### config.mk
export PLATFORM = sky130hd
export DESIGN_NAME = rational_arithmetic_unit
export DESIGN_NICKNAME = d
export VERILOG_FILES = /design/src/hw/rtl/rau_pkg.sv /design/src/hw/rtl/rau_gcd.sv /design/src/hw/rtl/rau_div.sv /design/src/hw/rtl/rational_arithmetic_unit.sv
export SDC_FILE = /design/constraint.sdc
export NUM_CORES = 2
export LEC_CHECK = 0
export ABC_AREA = 1
export BUFFER_PORTS_ARGS = -buffer_cell sky130_fd_sc_hd__clkbuf_2
export CORE_MARGIN = 10
export CORE_UTILIZATION = 60
export DETAILED_ROUTE_END_ITERATION = 7
export PLACE_DENSITY = 0.88
export SLEW_MARGIN = 10
export SYNTH_ARGS = -nofsm -noshare
export SYNTH_HDL_FRONTEND = slang
export SYNTH_SLANG_ARGS = --single-unit
### constraint.sdc
create_clock -name clock -period 9.8 [get_ports clock]
set_input_delay 0.98 -clock clock [delete_from_list [all_inputs] [get_ports clock]]
set_output_delay 0.98 -clock clock [all_outputs]
set_load 0.05 [all_outputs]
### src/hw/rtl/rau_pkg.sv
// Shared definitions for the rational arithmetic unit: widths, function and
// error codes, and the status bundle of the iterative units.
// No dependencies; every other file of the block imports this package.
package rau_pkg;

   // Operands are taken as this many bits of each 16-bit field.
   localparam int OPERAND_WIDTH = 16;
   localparam int FIELD_WIDTH   = 16;
   localparam int FUNC_WIDTH    = 3;
   localparam int RES_WIDTH     = 32;

   localparam int PROD_WIDTH    = 2 * OPERAND_WIDTH;
   localparam int SUM_WIDTH     = PROD_WIDTH + 1;
   localparam int CMP_WIDTH     = ((PROD_WIDTH > RES_WIDTH) ? PROD_WIDTH : RES_WIDTH) + 1;
   localparam int CNT_WIDTH     = $clog2(PROD_WIDTH + 1);

   localparam int REQ_DATA_WIDTH = 4 * FIELD_WIDTH;
   localparam int RSP_USED_WIDTH = 2 * RES_WIDTH + 3;
   localparam int RSP_DATA_WIDTH = ((RSP_USED_WIDTH + 7) / 8) * 8;
   localparam int RSP_PAD_WIDTH  = RSP_DATA_WIDTH - RSP_USED_WIDTH;

   typedef enum logic [FUNC_WIDTH-1:0] {
      FUNC_ADD   = 3'd0,
      FUNC_SUB   = 3'd1,
      FUNC_MUL   = 3'd2,
      FUNC_DIV   = 3'd3,
      FUNC_LESS  = 3'd4,
      FUNC_EQUAL = 3'd5,
      FUNC_NEG   = 3'd6,
      FUNC_INC   = 3'd7
   } func_type;

   typedef enum logic [1:0] {
      ERR_NONE     = 2'd0,
      ERR_ZERO_DEN = 2'd1,
      ERR_OVERFLOW = 2'd2
   } err_type;

   // Magnitude of a product or of a sum of two products.
   typedef logic [PROD_WIDTH-1:0] mag_type;

   // Status of an iterative unit: busy while stepping, done for one cycle at the end.
   typedef struct packed {
      logic busy;
      logic done;
   } unit_stat_type;

endpackage

### src/hw/rtl/rau_gcd.sv
// Binary greatest common divisor unit, one shift or one subtract per cycle.
// Depends on rau_pkg for the magnitude type and the status bundle.
module rau_gcd (
   input  logic                   clock,
   input  logic                   reset,
   input  logic                   start,
   input  rau_pkg::mag_type       x_val,
   input  rau_pkg::mag_type       y_val,
   output rau_pkg::mag_type       gcd_val,
   output rau_pkg::unit_stat_type stat
);
   import rau_pkg::*;

   mag_type               x_ff;
   mag_type               y_ff;
   mag_type               g_ff;
   logic [CNT_WIDTH-1:0]  sh_ff;
   logic                  busy_ff;
   logic                  done_ff;
   logic                  finish;

   // Either value at zero ends the run; the other one, restored by the common
   // power of two, is the divisor.
   assign finish = busy_ff && ((x_ff == '0) || (y_ff == '0));

   always_ff @(posedge clock) begin
      if (reset) begin
         busy_ff <= 1'b0;
         done_ff <= 1'b0;
      end else begin
         done_ff <= finish;
         if (start) begin
            busy_ff <= 1'b1;
         end else if (finish) begin
            busy_ff <= 1'b0;
         end
      end
   end

   always_ff @(posedge clock) begin
      if (start) begin
         x_ff  <= x_val;
         y_ff  <= y_val;
         sh_ff <= '0;
      end else if (busy_ff) begin
         if (x_ff == '0) begin
            g_ff <= y_ff;
         end else if (y_ff == '0) begin
            g_ff <= x_ff << sh_ff;
         end else if (!x_ff[0] && !y_ff[0]) begin
            x_ff  <= x_ff >> 1;
            y_ff  <= y_ff >> 1;
            sh_ff <= sh_ff + CNT_WIDTH'(1);
         end else if (!x_ff[0]) begin
            x_ff <= x_ff >> 1;
         end else if (!y_ff[0]) begin
            y_ff <= y_ff >> 1;
         end else if (x_ff > y_ff) begin
            x_ff <= y_ff;
            y_ff <= x_ff - y_ff;
         end else begin
            y_ff <= y_ff - x_ff;
         end
      end
   end

   assign gcd_val   = g_ff;
   assign stat.busy = busy_ff;
   assign stat.done = done_ff;

endmodule

### src/hw/rtl/rau_div.sv
// Restoring divider with two lanes sharing one divisor, one quotient bit per cycle.
// Depends on rau_pkg for the magnitude type, counter width and status bundle.
module rau_div (
   input  logic                   clock,
   input  logic                   reset,
   input  logic                   start,
   input  rau_pkg::mag_type       num_val,
   input  rau_pkg::mag_type       den_val,
   input  rau_pkg::mag_type       divisor,
   output rau_pkg::mag_type       num_quo,
   output rau_pkg::mag_type       den_quo,
   output rau_pkg::unit_stat_type stat
);
   import rau_pkg::*;

   mag_type               div_ff;
   mag_type               nq_ff;
   mag_type               dq_ff;
   logic [PROD_WIDTH:0]   nr_ff;
   logic [PROD_WIDTH:0]   dr_ff;
   logic [CNT_WIDTH-1:0]  cnt_ff;
   logic                  busy_ff;
   logic                  done_ff;

   logic [PROD_WIDTH:0]   nr_sh;
   logic [PROD_WIDTH:0]   dr_sh;
   logic [PROD_WIDTH:0]   div_ext;
   logic                  n_ge;
   logic                  d_ge;
   logic                  last_step;

   // Each lane brings down the next dividend bit and trial-subtracts the divisor.
   always_comb begin
      div_ext = {1'b0, div_ff};
      nr_sh   = {nr_ff[PROD_WIDTH-1:0], nq_ff[PROD_WIDTH-1]};
      dr_sh   = {dr_ff[PROD_WIDTH-1:0], dq_ff[PROD_WIDTH-1]};
      n_ge    = nr_sh >= div_ext;
      d_ge    = dr_sh >= div_ext;
   end

   assign last_step = busy_ff && (cnt_ff == CNT_WIDTH'(1));

   always_ff @(posedge clock) begin
      if (reset) begin
         busy_ff <= 1'b0;
         done_ff <= 1'b0;
      end else begin
         done_ff <= last_step;
         if (start) begin
            busy_ff <= 1'b1;
         end else if (last_step) begin
            busy_ff <= 1'b0;
         end
      end
   end

   always_ff @(posedge clock) begin
      if (start) begin
         div_ff <= divisor;
         nq_ff  <= num_val;
         dq_ff  <= den_val;
         nr_ff  <= '0;
         dr_ff  <= '0;
         cnt_ff <= CNT_WIDTH'(PROD_WIDTH);
      end else if (busy_ff) begin
         nr_ff  <= n_ge ? (nr_sh - div_ext) : nr_sh;
         dr_ff  <= d_ge ? (dr_sh - div_ext) : dr_sh;
         nq_ff  <= {nq_ff[PROD_WIDTH-2:0], n_ge};
         dq_ff  <= {dq_ff[PROD_WIDTH-2:0], d_ge};
         cnt_ff <= cnt_ff - CNT_WIDTH'(1);
      end
   end

   assign num_quo   = nq_ff;
   assign den_quo   = dq_ff;
   assign stat.busy = busy_ff;
   assign stat.done = done_ff;

endmodule

### src/hw/rtl/rational_arithmetic_unit.sv
// Top level of the rational arithmetic unit: handshakes, sequencer, shared
// multiplier and result register. Depends on rau_pkg, rau_gcd and rau_div.
//
//  Channel  Direction  Handshake              Payload
//  req      in         req_tvalid/req_tready  tuser: func; tdata: a_num a_den b_num b_den
//  rsp      out        rsp_tvalid/rsp_tready  tdata: res_num res_den truth error
//
// Steps per transaction: two products for comparisons; two products and a sum for increment;
// two or three products, a sum, the binary gcd at one shift or subtract a cycle and a
// 32-step two-lane divide for the reducing functions; the gcd sets the spread in duration.
// Reset is synchronous and active high and clears the sequencer and the result valid flag.
// req_tready is high only while the sequencer is idle; a finished result waits in the
// sequencer only while the previous one still sits unaccepted in the output register.
module rational_arithmetic_unit (
   input  logic                               clock,
   input  logic                               reset,
   input  logic                               req_tvalid,
   output logic                               req_tready,
   // From bit 0: a_num[15:0], a_den[31:16], b_num[47:32], b_den[63:48].
   input  logic [rau_pkg::REQ_DATA_WIDTH-1:0] req_tdata,
   // func[2:0].
   input  logic [rau_pkg::FUNC_WIDTH-1:0]     req_tuser,
   output logic                               rsp_tvalid,
   input  logic                               rsp_tready,
   // From bit 0: res_num[31:0], res_den[63:32], truth[64], error[66:65], zeros above.
   output logic [rau_pkg::RSP_DATA_WIDTH-1:0] rsp_tdata
);
   import rau_pkg::*;

   typedef enum logic [2:0] {
      ST_IDLE,
      ST_MUL,
      ST_SUM,
      ST_GCD,
      ST_DIV,
      ST_FIN
   } state_type;

   localparam logic signed [OPERAND_WIDTH-1:0] OP_ONE       = 1;
   localparam logic signed [OPERAND_WIDTH-1:0] OP_MINUS_ONE = -1;

   state_type                         state_ff;
   func_type                          func_ff;
   logic signed [OPERAND_WIDTH-1:0]   a_num_ff;
   logic signed [OPERAND_WIDTH-1:0]   a_den_ff;
   logic signed [OPERAND_WIDTH-1:0]   b_num_ff;
   logic signed [OPERAND_WIDTH-1:0]   b_den_ff;
   logic [1:0]                        mul_idx_ff;
   logic signed [PROD_WIDTH-1:0]      p0_ff;
   logic signed [PROD_WIDTH-1:0]      p1_ff;
   logic signed [PROD_WIDTH-1:0]      p2_ff;
   logic                              nn_ff;
   logic                              dn_ff;
   mag_type                           nm_ff;
   mag_type                           dm_ff;
   err_type                           err_ff;
   logic                              gcd_start_ff;
   logic                              div_start_ff;

   logic                              rsp_valid_ff;
   logic [RES_WIDTH-1:0]              rsp_num_ff;
   logic [RES_WIDTH-1:0]              rsp_den_ff;
   logic                              rsp_truth_ff;
   err_type                           rsp_err_ff;

   logic signed [OPERAND_WIDTH-1:0]   mul_x;
   logic signed [OPERAND_WIDTH-1:0]   mul_y;
   logic signed [PROD_WIDTH-1:0]      mul_p;
   logic                              three_products;
   logic                              is_compare;
   logic                              mul_last;

   logic signed [SUM_WIDTH-1:0]       sum_s;
   logic signed [SUM_WIDTH-1:0]       den_s;
   mag_type                           sum_mag;
   mag_type                           den_mag;

   logic [RES_WIDTH-1:0]              fin_num;
   logic [RES_WIDTH-1:0]              fin_den;
   logic                              fin_truth;
   err_type                           fin_err;
   logic                              out_free;
   logic                              fin_load;

   mag_type                           gcd_val;
   mag_type                           num_quo;
   mag_type                           den_quo;
   unit_stat_type                     gcd_stat;
   unit_stat_type                     div_stat;

   // A magnitude fits the result if it lies within 32-bit two's complement
   // for its sign.
   function automatic logic fits_res(logic neg, mag_type mag);
      logic [CMP_WIDTH-1:0] lim;
      lim = CMP_WIDTH'(1) << (RES_WIDTH - 1);
      if (!neg) begin
         lim = lim - CMP_WIDTH'(1);
      end
      return CMP_WIDTH'(mag) <= lim;
   endfunction

   function automatic logic [RES_WIDTH-1:0] enc_res(logic neg, mag_type mag);
      logic [CMP_WIDTH-1:0] ext;
      ext = CMP_WIDTH'(mag);
      if (neg) begin
         ext = -ext;
      end
      return ext[RES_WIDTH-1:0];
   endfunction

   function automatic mag_type abs_mag(logic signed [SUM_WIDTH-1:0] s);
      logic signed [SUM_WIDTH-1:0] a;
      a = s[SUM_WIDTH-1] ? -s : s;
      return a[PROD_WIDTH-1:0];
   endfunction

   assign three_products = (func_ff == FUNC_ADD) || (func_ff == FUNC_SUB);
   assign is_compare     = (func_ff == FUNC_LESS) || (func_ff == FUNC_EQUAL);
   assign mul_last       = (mul_idx_ff == 2'd2) || ((mul_idx_ff == 2'd1) && !three_products);

   // Operand pairs for the shared multiplier. Negate and increment pass the
   // left operand through it by multiplying with minus one or one, so that
   // every function lands in the same product registers.
   always_comb begin
      mul_x = a_den_ff;
      mul_y = b_den_ff;
      case (mul_idx_ff)
         2'd0: begin
            mul_x = a_num_ff;
            case (func_ff) inside
               FUNC_MUL: mul_y = b_num_ff;
               FUNC_NEG: mul_y = OP_MINUS_ONE;
               FUNC_INC: mul_y = OP_ONE;
               default:  mul_y = b_den_ff;
            endcase
         end
         2'd1: begin
            mul_x = a_den_ff;
            case (func_ff) inside
               FUNC_MUL:           mul_y = b_den_ff;
               FUNC_NEG, FUNC_INC: mul_y = OP_ONE;
               default:            mul_y = b_num_ff;
            endcase
         end
         default: begin
            mul_x = a_den_ff;
            mul_y = b_den_ff;
         end
      endcase
   end

   assign mul_p = PROD_WIDTH'(mul_x) * PROD_WIDTH'(mul_y);

   // Numerator and denominator before reduction.
   always_comb begin
      case (func_ff) inside
         FUNC_ADD, FUNC_INC: sum_s = SUM_WIDTH'(p0_ff) + SUM_WIDTH'(p1_ff);
         FUNC_SUB:           sum_s = SUM_WIDTH'(p0_ff) - SUM_WIDTH'(p1_ff);
         default:            sum_s = SUM_WIDTH'(p0_ff);
      endcase
      den_s   = three_products ? SUM_WIDTH'(p2_ff) : SUM_WIDTH'(p1_ff);
      sum_mag = abs_mag(sum_s);
      den_mag = abs_mag(den_s);
   end

   // Final result: comparison outcome, error code or the encoded pair.
   always_comb begin
      fin_num   = '0;
      fin_den   = '0;
      fin_truth = 1'b0;
      fin_err   = ERR_NONE;
      if (func_ff == FUNC_LESS) begin
         fin_truth = p0_ff < p1_ff;
      end else if (func_ff == FUNC_EQUAL) begin
         fin_truth = p0_ff == p1_ff;
      end else if (err_ff == ERR_ZERO_DEN) begin
         fin_err = ERR_ZERO_DEN;
      end else if (!fits_res(nn_ff, nm_ff) || !fits_res(dn_ff, dm_ff)) begin
         fin_err = ERR_OVERFLOW;
      end else begin
         fin_num = enc_res(nn_ff, nm_ff);
         fin_den = enc_res(dn_ff, dm_ff);
      end
   end

   assign out_free = !rsp_valid_ff || rsp_tready;
   // The output register takes a new result in the same cycle as the old one leaves.
   assign fin_load = (state_ff == ST_FIN) && out_free;

   always_ff @(posedge clock) begin
      if (reset) begin
         state_ff     <= ST_IDLE;
         rsp_valid_ff <= 1'b0;
         gcd_start_ff <= 1'b0;
         div_start_ff <= 1'b0;
      end else begin
         gcd_start_ff <= (state_ff == ST_SUM) && (den_mag != '0) && (func_ff != FUNC_INC);
         div_start_ff <= (state_ff == ST_GCD) && gcd_stat.done;
         if (fin_load) begin
            rsp_valid_ff <= 1'b1;
         end else if (rsp_valid_ff && rsp_tready) begin
            rsp_valid_ff <= 1'b0;
         end
         unique case (state_ff)
            ST_IDLE: begin
               if (req_tvalid) begin
                  func_ff    <= func_type'(req_tuser);
                  a_num_ff   <= OPERAND_WIDTH'(req_tdata[FIELD_WIDTH-1:0]);
                  a_den_ff   <= OPERAND_WIDTH'(req_tdata[2*FIELD_WIDTH-1:FIELD_WIDTH]);
                  b_num_ff   <= OPERAND_WIDTH'(req_tdata[3*FIELD_WIDTH-1:2*FIELD_WIDTH]);
                  b_den_ff   <= OPERAND_WIDTH'(req_tdata[4*FIELD_WIDTH-1:3*FIELD_WIDTH]);
                  mul_idx_ff <= 2'd0;
                  err_ff     <= ERR_NONE;
                  state_ff   <= ST_MUL;
               end
            end
            ST_MUL: begin
               case (mul_idx_ff)
                  2'd0:    p0_ff <= mul_p;
                  2'd1:    p1_ff <= mul_p;
                  default: p2_ff <= mul_p;
               endcase
               mul_idx_ff <= mul_idx_ff + 2'd1;
               if (mul_last) begin
                  state_ff <= is_compare ? ST_FIN : ST_SUM;
               end
            end
            ST_SUM: begin
               nn_ff <= sum_s[SUM_WIDTH-1];
               nm_ff <= sum_mag;
               dn_ff <= den_s[SUM_WIDTH-1];
               dm_ff <= den_mag;
               if (den_mag == '0) begin
                  err_ff   <= ERR_ZERO_DEN;
                  state_ff <= ST_FIN;
               end else if (func_ff == FUNC_INC) begin
                  state_ff <= ST_FIN;
               end else begin
                  state_ff <= ST_GCD;
               end
            end
            ST_GCD: begin
               if (gcd_stat.done) begin
                  state_ff <= ST_DIV;
               end
            end
            ST_DIV: begin
               if (div_stat.done) begin
                  nm_ff    <= num_quo;
                  dm_ff    <= den_quo;
                  state_ff <= ST_FIN;
               end
            end
            ST_FIN: begin
               if (out_free) begin
                  rsp_num_ff   <= fin_num;
                  rsp_den_ff   <= fin_den;
                  rsp_truth_ff <= fin_truth;
                  rsp_err_ff   <= fin_err;
                  state_ff     <= ST_IDLE;
               end
            end
            default: begin
               state_ff <= ST_IDLE;
            end
         endcase
      end
   end

   rau_gcd u_gcd (
      .clock   (clock),
      .reset   (reset),
      .start   (gcd_start_ff),
      .x_val   (nm_ff),
      .y_val   (dm_ff),
      .gcd_val (gcd_val),
      .stat    (gcd_stat)
   );

   rau_div u_div (
      .clock   (clock),
      .reset   (reset),
      .start   (div_start_ff),
      .num_val (nm_ff),
      .den_val (dm_ff),
      .divisor (gcd_val),
      .num_quo (num_quo),
      .den_quo (den_quo),
      .stat    (div_stat)
   );

   assign req_tready = (state_ff == ST_IDLE);
   assign rsp_tvalid = rsp_valid_ff;
   assign rsp_tdata  = {{RSP_PAD_WIDTH{1'b0}}, rsp_err_ff, rsp_truth_ff, rsp_den_ff, rsp_num_ff};

   // Once a transaction is taken the block must not take another until it is done.
   a_busy_after_accept: assert property (@(posedge clock) disable iff (reset)
      (req_tvalid && req_tready) |=> !req_tready)
      else $error("input taken again straight after a transaction");

   // A zero denominator result carries zeros in both halves of the pair.
   a_zero_den_clears: assert property (@(posedge clock) disable iff (reset)
      (rsp_valid_ff && (rsp_err_ff == ERR_ZERO_DEN))
         |-> ((rsp_num_ff == '0) && (rsp_den_ff == '0)))
      else $error("zero denominator result with non-zero pair");

   // A true comparison never comes with an error or a numerator.
   a_truth_alone: assert property (@(posedge clock) disable iff (reset)
      (rsp_valid_ff && rsp_truth_ff) |-> ((rsp_err_ff == ERR_NONE) && (rsp_num_ff == '0)))
      else $error("comparison result mixed with arithmetic result");

   // The gcd unit and the divider never run at the same time.
   a_units_exclusive: assert property (@(posedge clock) disable iff (reset)
      $onehot0({gcd_stat.busy, div_stat.busy}))
      else $error("gcd unit and divider busy together");

   // The gcd unit finishes only while the sequencer waits for it.
   a_gcd_done_in_state: assert property (@(posedge clock) disable iff (reset)
      gcd_stat.done |-> (state_ff == ST_GCD))
      else $error("gcd finished outside its sequencer state");

endmodule

Word-level counts from Yosys, hierarchy flattened
Index checks and enable logic that the tools add are counted.
Word-level totals
  bits in registers: 578
  bits in latches: 0
  RAM bits: 0
  ROM bits: 0
  input bits: 71
  word-level logic and storage cells: 223
  memories: 0
Cells by class
  $add $sub $neg: 13
  multiply operators: 1
  div/mod/pow operators: 0
  $lt $le $gt $ge: 6
  equal/unequal tests: 27
  shifts and indexed selects: 1
  muxes and demuxes: 73
  bitwise gates (word level): 5
  reductions and logical operators: 59
Operators with widths (number)
  32-bit 2-to-1 mux: 32
  33-bit 2-to-1 mux: 9
  32-bit negator: 4
  32-bit case mux with 2 select lines: 2
  32-bit subtractor: 4
  32-bit zero test: 3
  16-bit 2-to-1 mux: 6
  33-bit by 32-bit >= comparator with 1-bit output: 2
  32-bit by 33-bit <= comparator with 1-bit output: 2
  32-bit by 32-bit adder with 33-bit output: 1
  32-bit by 32-bit subtractor with 33-bit output: 1
  32-bit equality test: 1
  32-bit > comparator: 1
  32-bit < comparator: 1
  16-bit by 16-bit multiplier with 32-bit output: 1
  16-bit case mux with 2 select lines: 1
  32-bit nonzero test: 1
  32-bit by 6-bit left shift with 32-bit output: 1
  3-bit AND reduction: 9
  3-bit 2-to-1 mux: 8
  3-bit equality test, second input constant: 6
  3-bit case mux with 6 select lines: 1
  2-bit nonzero test: 9
  4-bit AND reduction: 3
  27 further kinds: 76

Depth between registers and ports, before layout
  depth after elaboration: 9
  gate-level depth with buffers: 35
  gate-level depth less buffers: 33

Modules after synthesis
Synthesis repeated with hierarchy kept, for this count alone.
Unflattened totals
  cells, all modules: 7660
  area, all modules: 55089.1 sq um
By module, submodules not included
  rational_arithmetic_unit: times used 1, cells an instance 4014, area each 31664.1 sq um
  rau_div: times used 1, cells an instance 1894, area each 12270.5 sq um
  rau_gcd: times used 1, cells an instance 1752, area each 11154.4 sq um

Least setup slack after synthesis
Ideal clock, no wire load.
  kind: register to register
  start point: register func_ff[0]
  end point: register p0_ff[24], data pin
  arrival time: 6978 ps
  path slack: 2555 ps
  stages on the path, launching flop included: 30
  path buffers: 2
  path through: edfxtp_1 -> nor2_1 -> inv_1 -> nor2_2 -> inv_1 -> clkbuf_1 -> o221ai_1 -> nand2_1 -> o21ai_1 -> clkbuf_1 -> nor2_1 -> fa_1 -> inv_1 -> fa_1 -> fa_1 -> fa_1 -> inv_1 -> fa_1 -> inv_1 -> fa_1 -> inv_1 -> ha_1 -> a21oi_1 -> a21boi_0 -> o21bai_1 -> a21oi_1 -> o21ai_0 -> nand2_1 -> nand2_1 -> xor2_1
Between the ends
  word-level cells in the longest chain between the ends: 6
  elaborated cells on any way between the ends: 11
RTL lines
  start, declared: RTL line rational_arithmetic_unit.sv:43  | func_type func_ff;
  start signal, assigned: RTL line rational_arithmetic_unit.sv:207  | func_ff <= func_type'(req_tuser);
  3-bit equality test (no source line)
  2-bit OR reduction or 16-bit 2-to-1 mux (tied branches): RTL line rational_arithmetic_unit.sv:139, rational_arithmetic_unit.sv:130
  16-bit 2-to-1 mux, on equally long branches (2 in series): RTL line rational_arithmetic_unit.sv:139, rational_arithmetic_unit.sv:130
  16-bit case mux with 2 select lines (*): RTL line rational_arithmetic_unit.sv:127  | case (mul_idx_ff)
  16-bit by 16-bit multiplier with 32-bit output (*): RTL line rational_arithmetic_unit.sv:152  | assign mul_p = PROD_WIDTH'(mul_x) * PROD_WIDTH'(mul_y);
  net mul_p[24]: RTL line rational_arithmetic_unit.sv:68  | logic signed [PROD_WIDTH-1:0] mul_p;
  end signal, assigned: RTL line rational_arithmetic_unit.sv:219  | 2'd0: p0_ff <= mul_p;
  end, declared: RTL line rational_arithmetic_unit.sv:49  | logic signed [PROD_WIDTH-1:0] p0_ff;
The timed path passes the listed nets; every way through them passes the cells marked *.
A chain may end at the register's enable or synchronous reset.

Final worst setup path
  start point: register func_ff[0]
  end point: register p0_ff[29], data pin
Same word-level chain as after synthesis.

==> impl_metrics.tcl <==
set metrics [dict create \
    start_util 0.603 \
    regToRegSetupSlack_ps 1140 \
    pre_cts_ws_ps 1260 \
    cts_setup_buffers 0 \
    yosys_warnings 0 \
    postCtsHoldBufs 0 \
    max_freq_mhz 115 \
    gp_congestion 1.05 \
    synth_seq_area_share 0.321 \
    h-tree-depth 3 \
    grt_max_degree 96 \
    route.detailed.drc 1 \
    clkSlewWorstSetupHoldPaths_ps 70 \
    start_kind "flip-flop" \
    synthDominantCellAreaShare 0.288 \
    dieHeight_um 312 \
    arrival_ps 9110 \
    fin_skew_ps 46.9 \
    vias_per_cell 6.06 \
    grt_pass1_vias 46300 \
    clock_path_buffers 3 \
    max_cap_viol_count 0 \
    fin_crit_sh 0.884 \
    path_common_cell "inv_1" \
    rows 107 \
    avgRoutedWirePerCell_um 21.9 \
    finalSetupViolCount 0 \
    die_area_sq_um 97500 \
    syn-cell-area_sq_um 51300 \
    cp_data_required_time_ps 10250 \
    tightest_slew_ps 1250 \
    cts.sinks 577 \
    critPathKind "flip-flop to flip-flop" \
    holdCritPathClass "flip-flop to flip-flop" \
    overflow 0 \
    pin_count 145 \
    num_antenna_cells 0 \
    maxSlewViolCount 0 \
    syn-instance-count 6636 \
    final.setup.worst_slack_ps 1140 \
    async_flop_share 0 \
    ant_nets 0 \
    violations "DRC" \
    coreArea_sq_um 85000 \
    path_max_fanout 25 \
    insertion_delay_ps 670 \
    synth_edf_count 491 \
    rsz0062_at_grt "false" \
    fin_hold_ws_ps 420 \
    grt_pass1_wl_mm 263 \
    hpwl_mm 135 \
    cts-root-buf "clkbuf_16" \
    period_minus_slack_ps 8660 \
    syn_area_per_cell_sq_um 7.73 \
    die_w_um 312 \
    antenna_found_initial 5 \
    ctsResizeCount 0 \
    vias 47700 \
    hold_viol 0 \
    cts_tree "done" \
    outcome "finished, violations left" \
    critPathSlowestCell "fa_1" \
    slew-limit-headroom 0.157 \
    ys_seq_elements 577 \
    grt_use_total 0.344 \
    yosys.area.top_type "edfxtp_1" \
    io_buffer_count 139 \
    drive_gt1_frac 0.0577 \
    drt-initial-drc-count 5877 \
    synthFlopType "edfxtp_1" \
    numCtsBuffers 67 \
    fin_nets 7361 \
    max_stage_delay_ps 550 \
    netlist_top_cells_area "edfxtp_1 (29%), fa_1 (10%), nand2_1 (10%)" \
    synth_cell_types 66 \
    drtPass1Iterations 8 \
    final.setup.tns_ps 0 \
    area_growth_syn_to_layout_pct 7.88 \
    cp-end-kind "flip-flop" \
    drt-total-wl_mm 173 \
]
[cell usage after synthesis (16+ instances only)]
master       n
nand4_1     55
nand2_1   1429
dfxtp_1     86
a21o_1      30
nor2_1     631
clkbuf_1   177
mux2i_1     21
o21ai_1     20
buf_2       36
o221ai_1    32
ha_1       349
nor3_1      61
fa_1       268
inv_1     1078
o21bai_1    20
xnor2_1     65
nand3_1    278
nor4_1      29
xor2_1     156
a21oi_1    461
a32o_1      18
edfxtp_1   491
o21ai_0    545
o211ai_1    37
or2_2       16
o22ai_1     49
a31oi_1     38
[cell families after synthesis]
kind of cell | count (synthesis) | share of synthesized area
AO/OA/AOI/OAI | 1329 | 0.145
XOR/XNOR | 221 | 0.0378
adder cells (fa/ha/maj) | 617 | 0.190
buffers and inverters | 1332 | 0.100
flip-flops | 577 | 0.321
multiplexers | 21 | 0.00410
other | 1 | 0.0000732
AND/OR/NAND/NOR | 2538 | 0.202
[registers in the layout, summed over array words and instances, names as in the netlist, 32 cells and up]
name / cells
u_div.nr_ff: 32
rsp_den_ff: 32
p2_ff: 32
dm_ff: 32
u_div.num_quo: 32
u_gcd.y_ff: 32
u_div.div_ff: 32
rsp_num_ff: 32
u_gcd.x_ff: 32
u_gcd.gcd_val: 32
nm_ff: 32
p1_ff: 32
u_div.dr_ff: 32
p0_ff: 32
u_div.den_quo: 32
[critical path: cells and delay by family (launching register included)]
kind	cells	cell delay, ps
AO/OA/AOI/OAI	7	1540
adder cells (fa/ha/maj)	7	3430
AND/OR/NAND/NOR	6	1120
XOR/XNOR	1	300
flip-flops	1	510
buffers and inverters	9	1520
[layout make-up]
type / instances / area (sq um)
Timing Repair Buffer: 205 / 1190
Tap cell: 1144 / 1430
Sequential cell: 577 / 16500
Inverter: 1091 / 4100
Multi-Input combinational cell: 4731 / 29800
Fill cell: 7075 / 29700
Clock buffer: 78 / 1750
Clock inverter: 45 / 607
[per-layer routing]
metal | track usage | vias to the layer above | share of wire
met1 | 0.399 | 22200 | 0.35
li1 | - | 21800 | -
met5 | 0 | - | 0.00022
met4 | 0.245 | 6 | 0.082
met3 | 0.0696 | 740 | 0.10
met2 | 0.566 | 2853 | 0.47
[final timing paths]
path / from / end / depth (start not counted)
worst max register to register: func_ff[0] / p0_ff[29] / 30
worst min-delay path: u_gcd.gcd_val[24] / u_div.div_ff[24] / 0
worst min register to register: u_gcd.gcd_val[24] / u_div.div_ff[24] / 0
worst max-delay path: func_ff[0] / p0_ff[29] / 30
[cells in the final DEF (no fill, tap or decap), types with 18 or more instances in the layout]
cell | synthesis | layout
a21o_1 | 30 | 30
a21oi_1 | 461 | 460
a31oi_1 | 38 | 38
a32o_1 | 18 | 18
buf_4 | 12 | 66
clkbuf_16 | 0 | 67
clkbuf_2 | 3 | 139
dfxtp_1 | 86 | 84
edfxtp_1 | 491 | 491
fa_1 | 268 | 268
ha_1 | 349 | 349
inv_1 | 1078 | 1075
mux2i_1 | 21 | 21
nand2_1 | 1429 | 1427
nand3_1 | 278 | 277
nand4_1 | 55 | 55
nor2_1 | 631 | 624
nor3_1 | 61 | 60
nor4_1 | 29 | 29
o211ai_1 | 37 | 37
o21ai_0 | 545 | 544
o21ai_1 | 20 | 21
o21bai_1 | 20 | 20
o221ai_1 | 32 | 32
o22ai_1 | 49 | 49
xnor2_1 | 65 | 65
xor2_1 | 156 | 156
[stage by stage]
stage	cell area (sq um)	std cells	util
2_1_floorplan	51300	6640	-
5_1_grt	55300	7871	0.651
4_1_cts	55300	7871	0.651
6_report	55300	7871	0.651
3_5_place_dp	53000	7748	0.623
3_3_place_gp	53000	7748	0.623
Power is left out: the tool's default activity adds up to more than one toggle a clock period on the data nets, which glitch-free logic cannot reach.
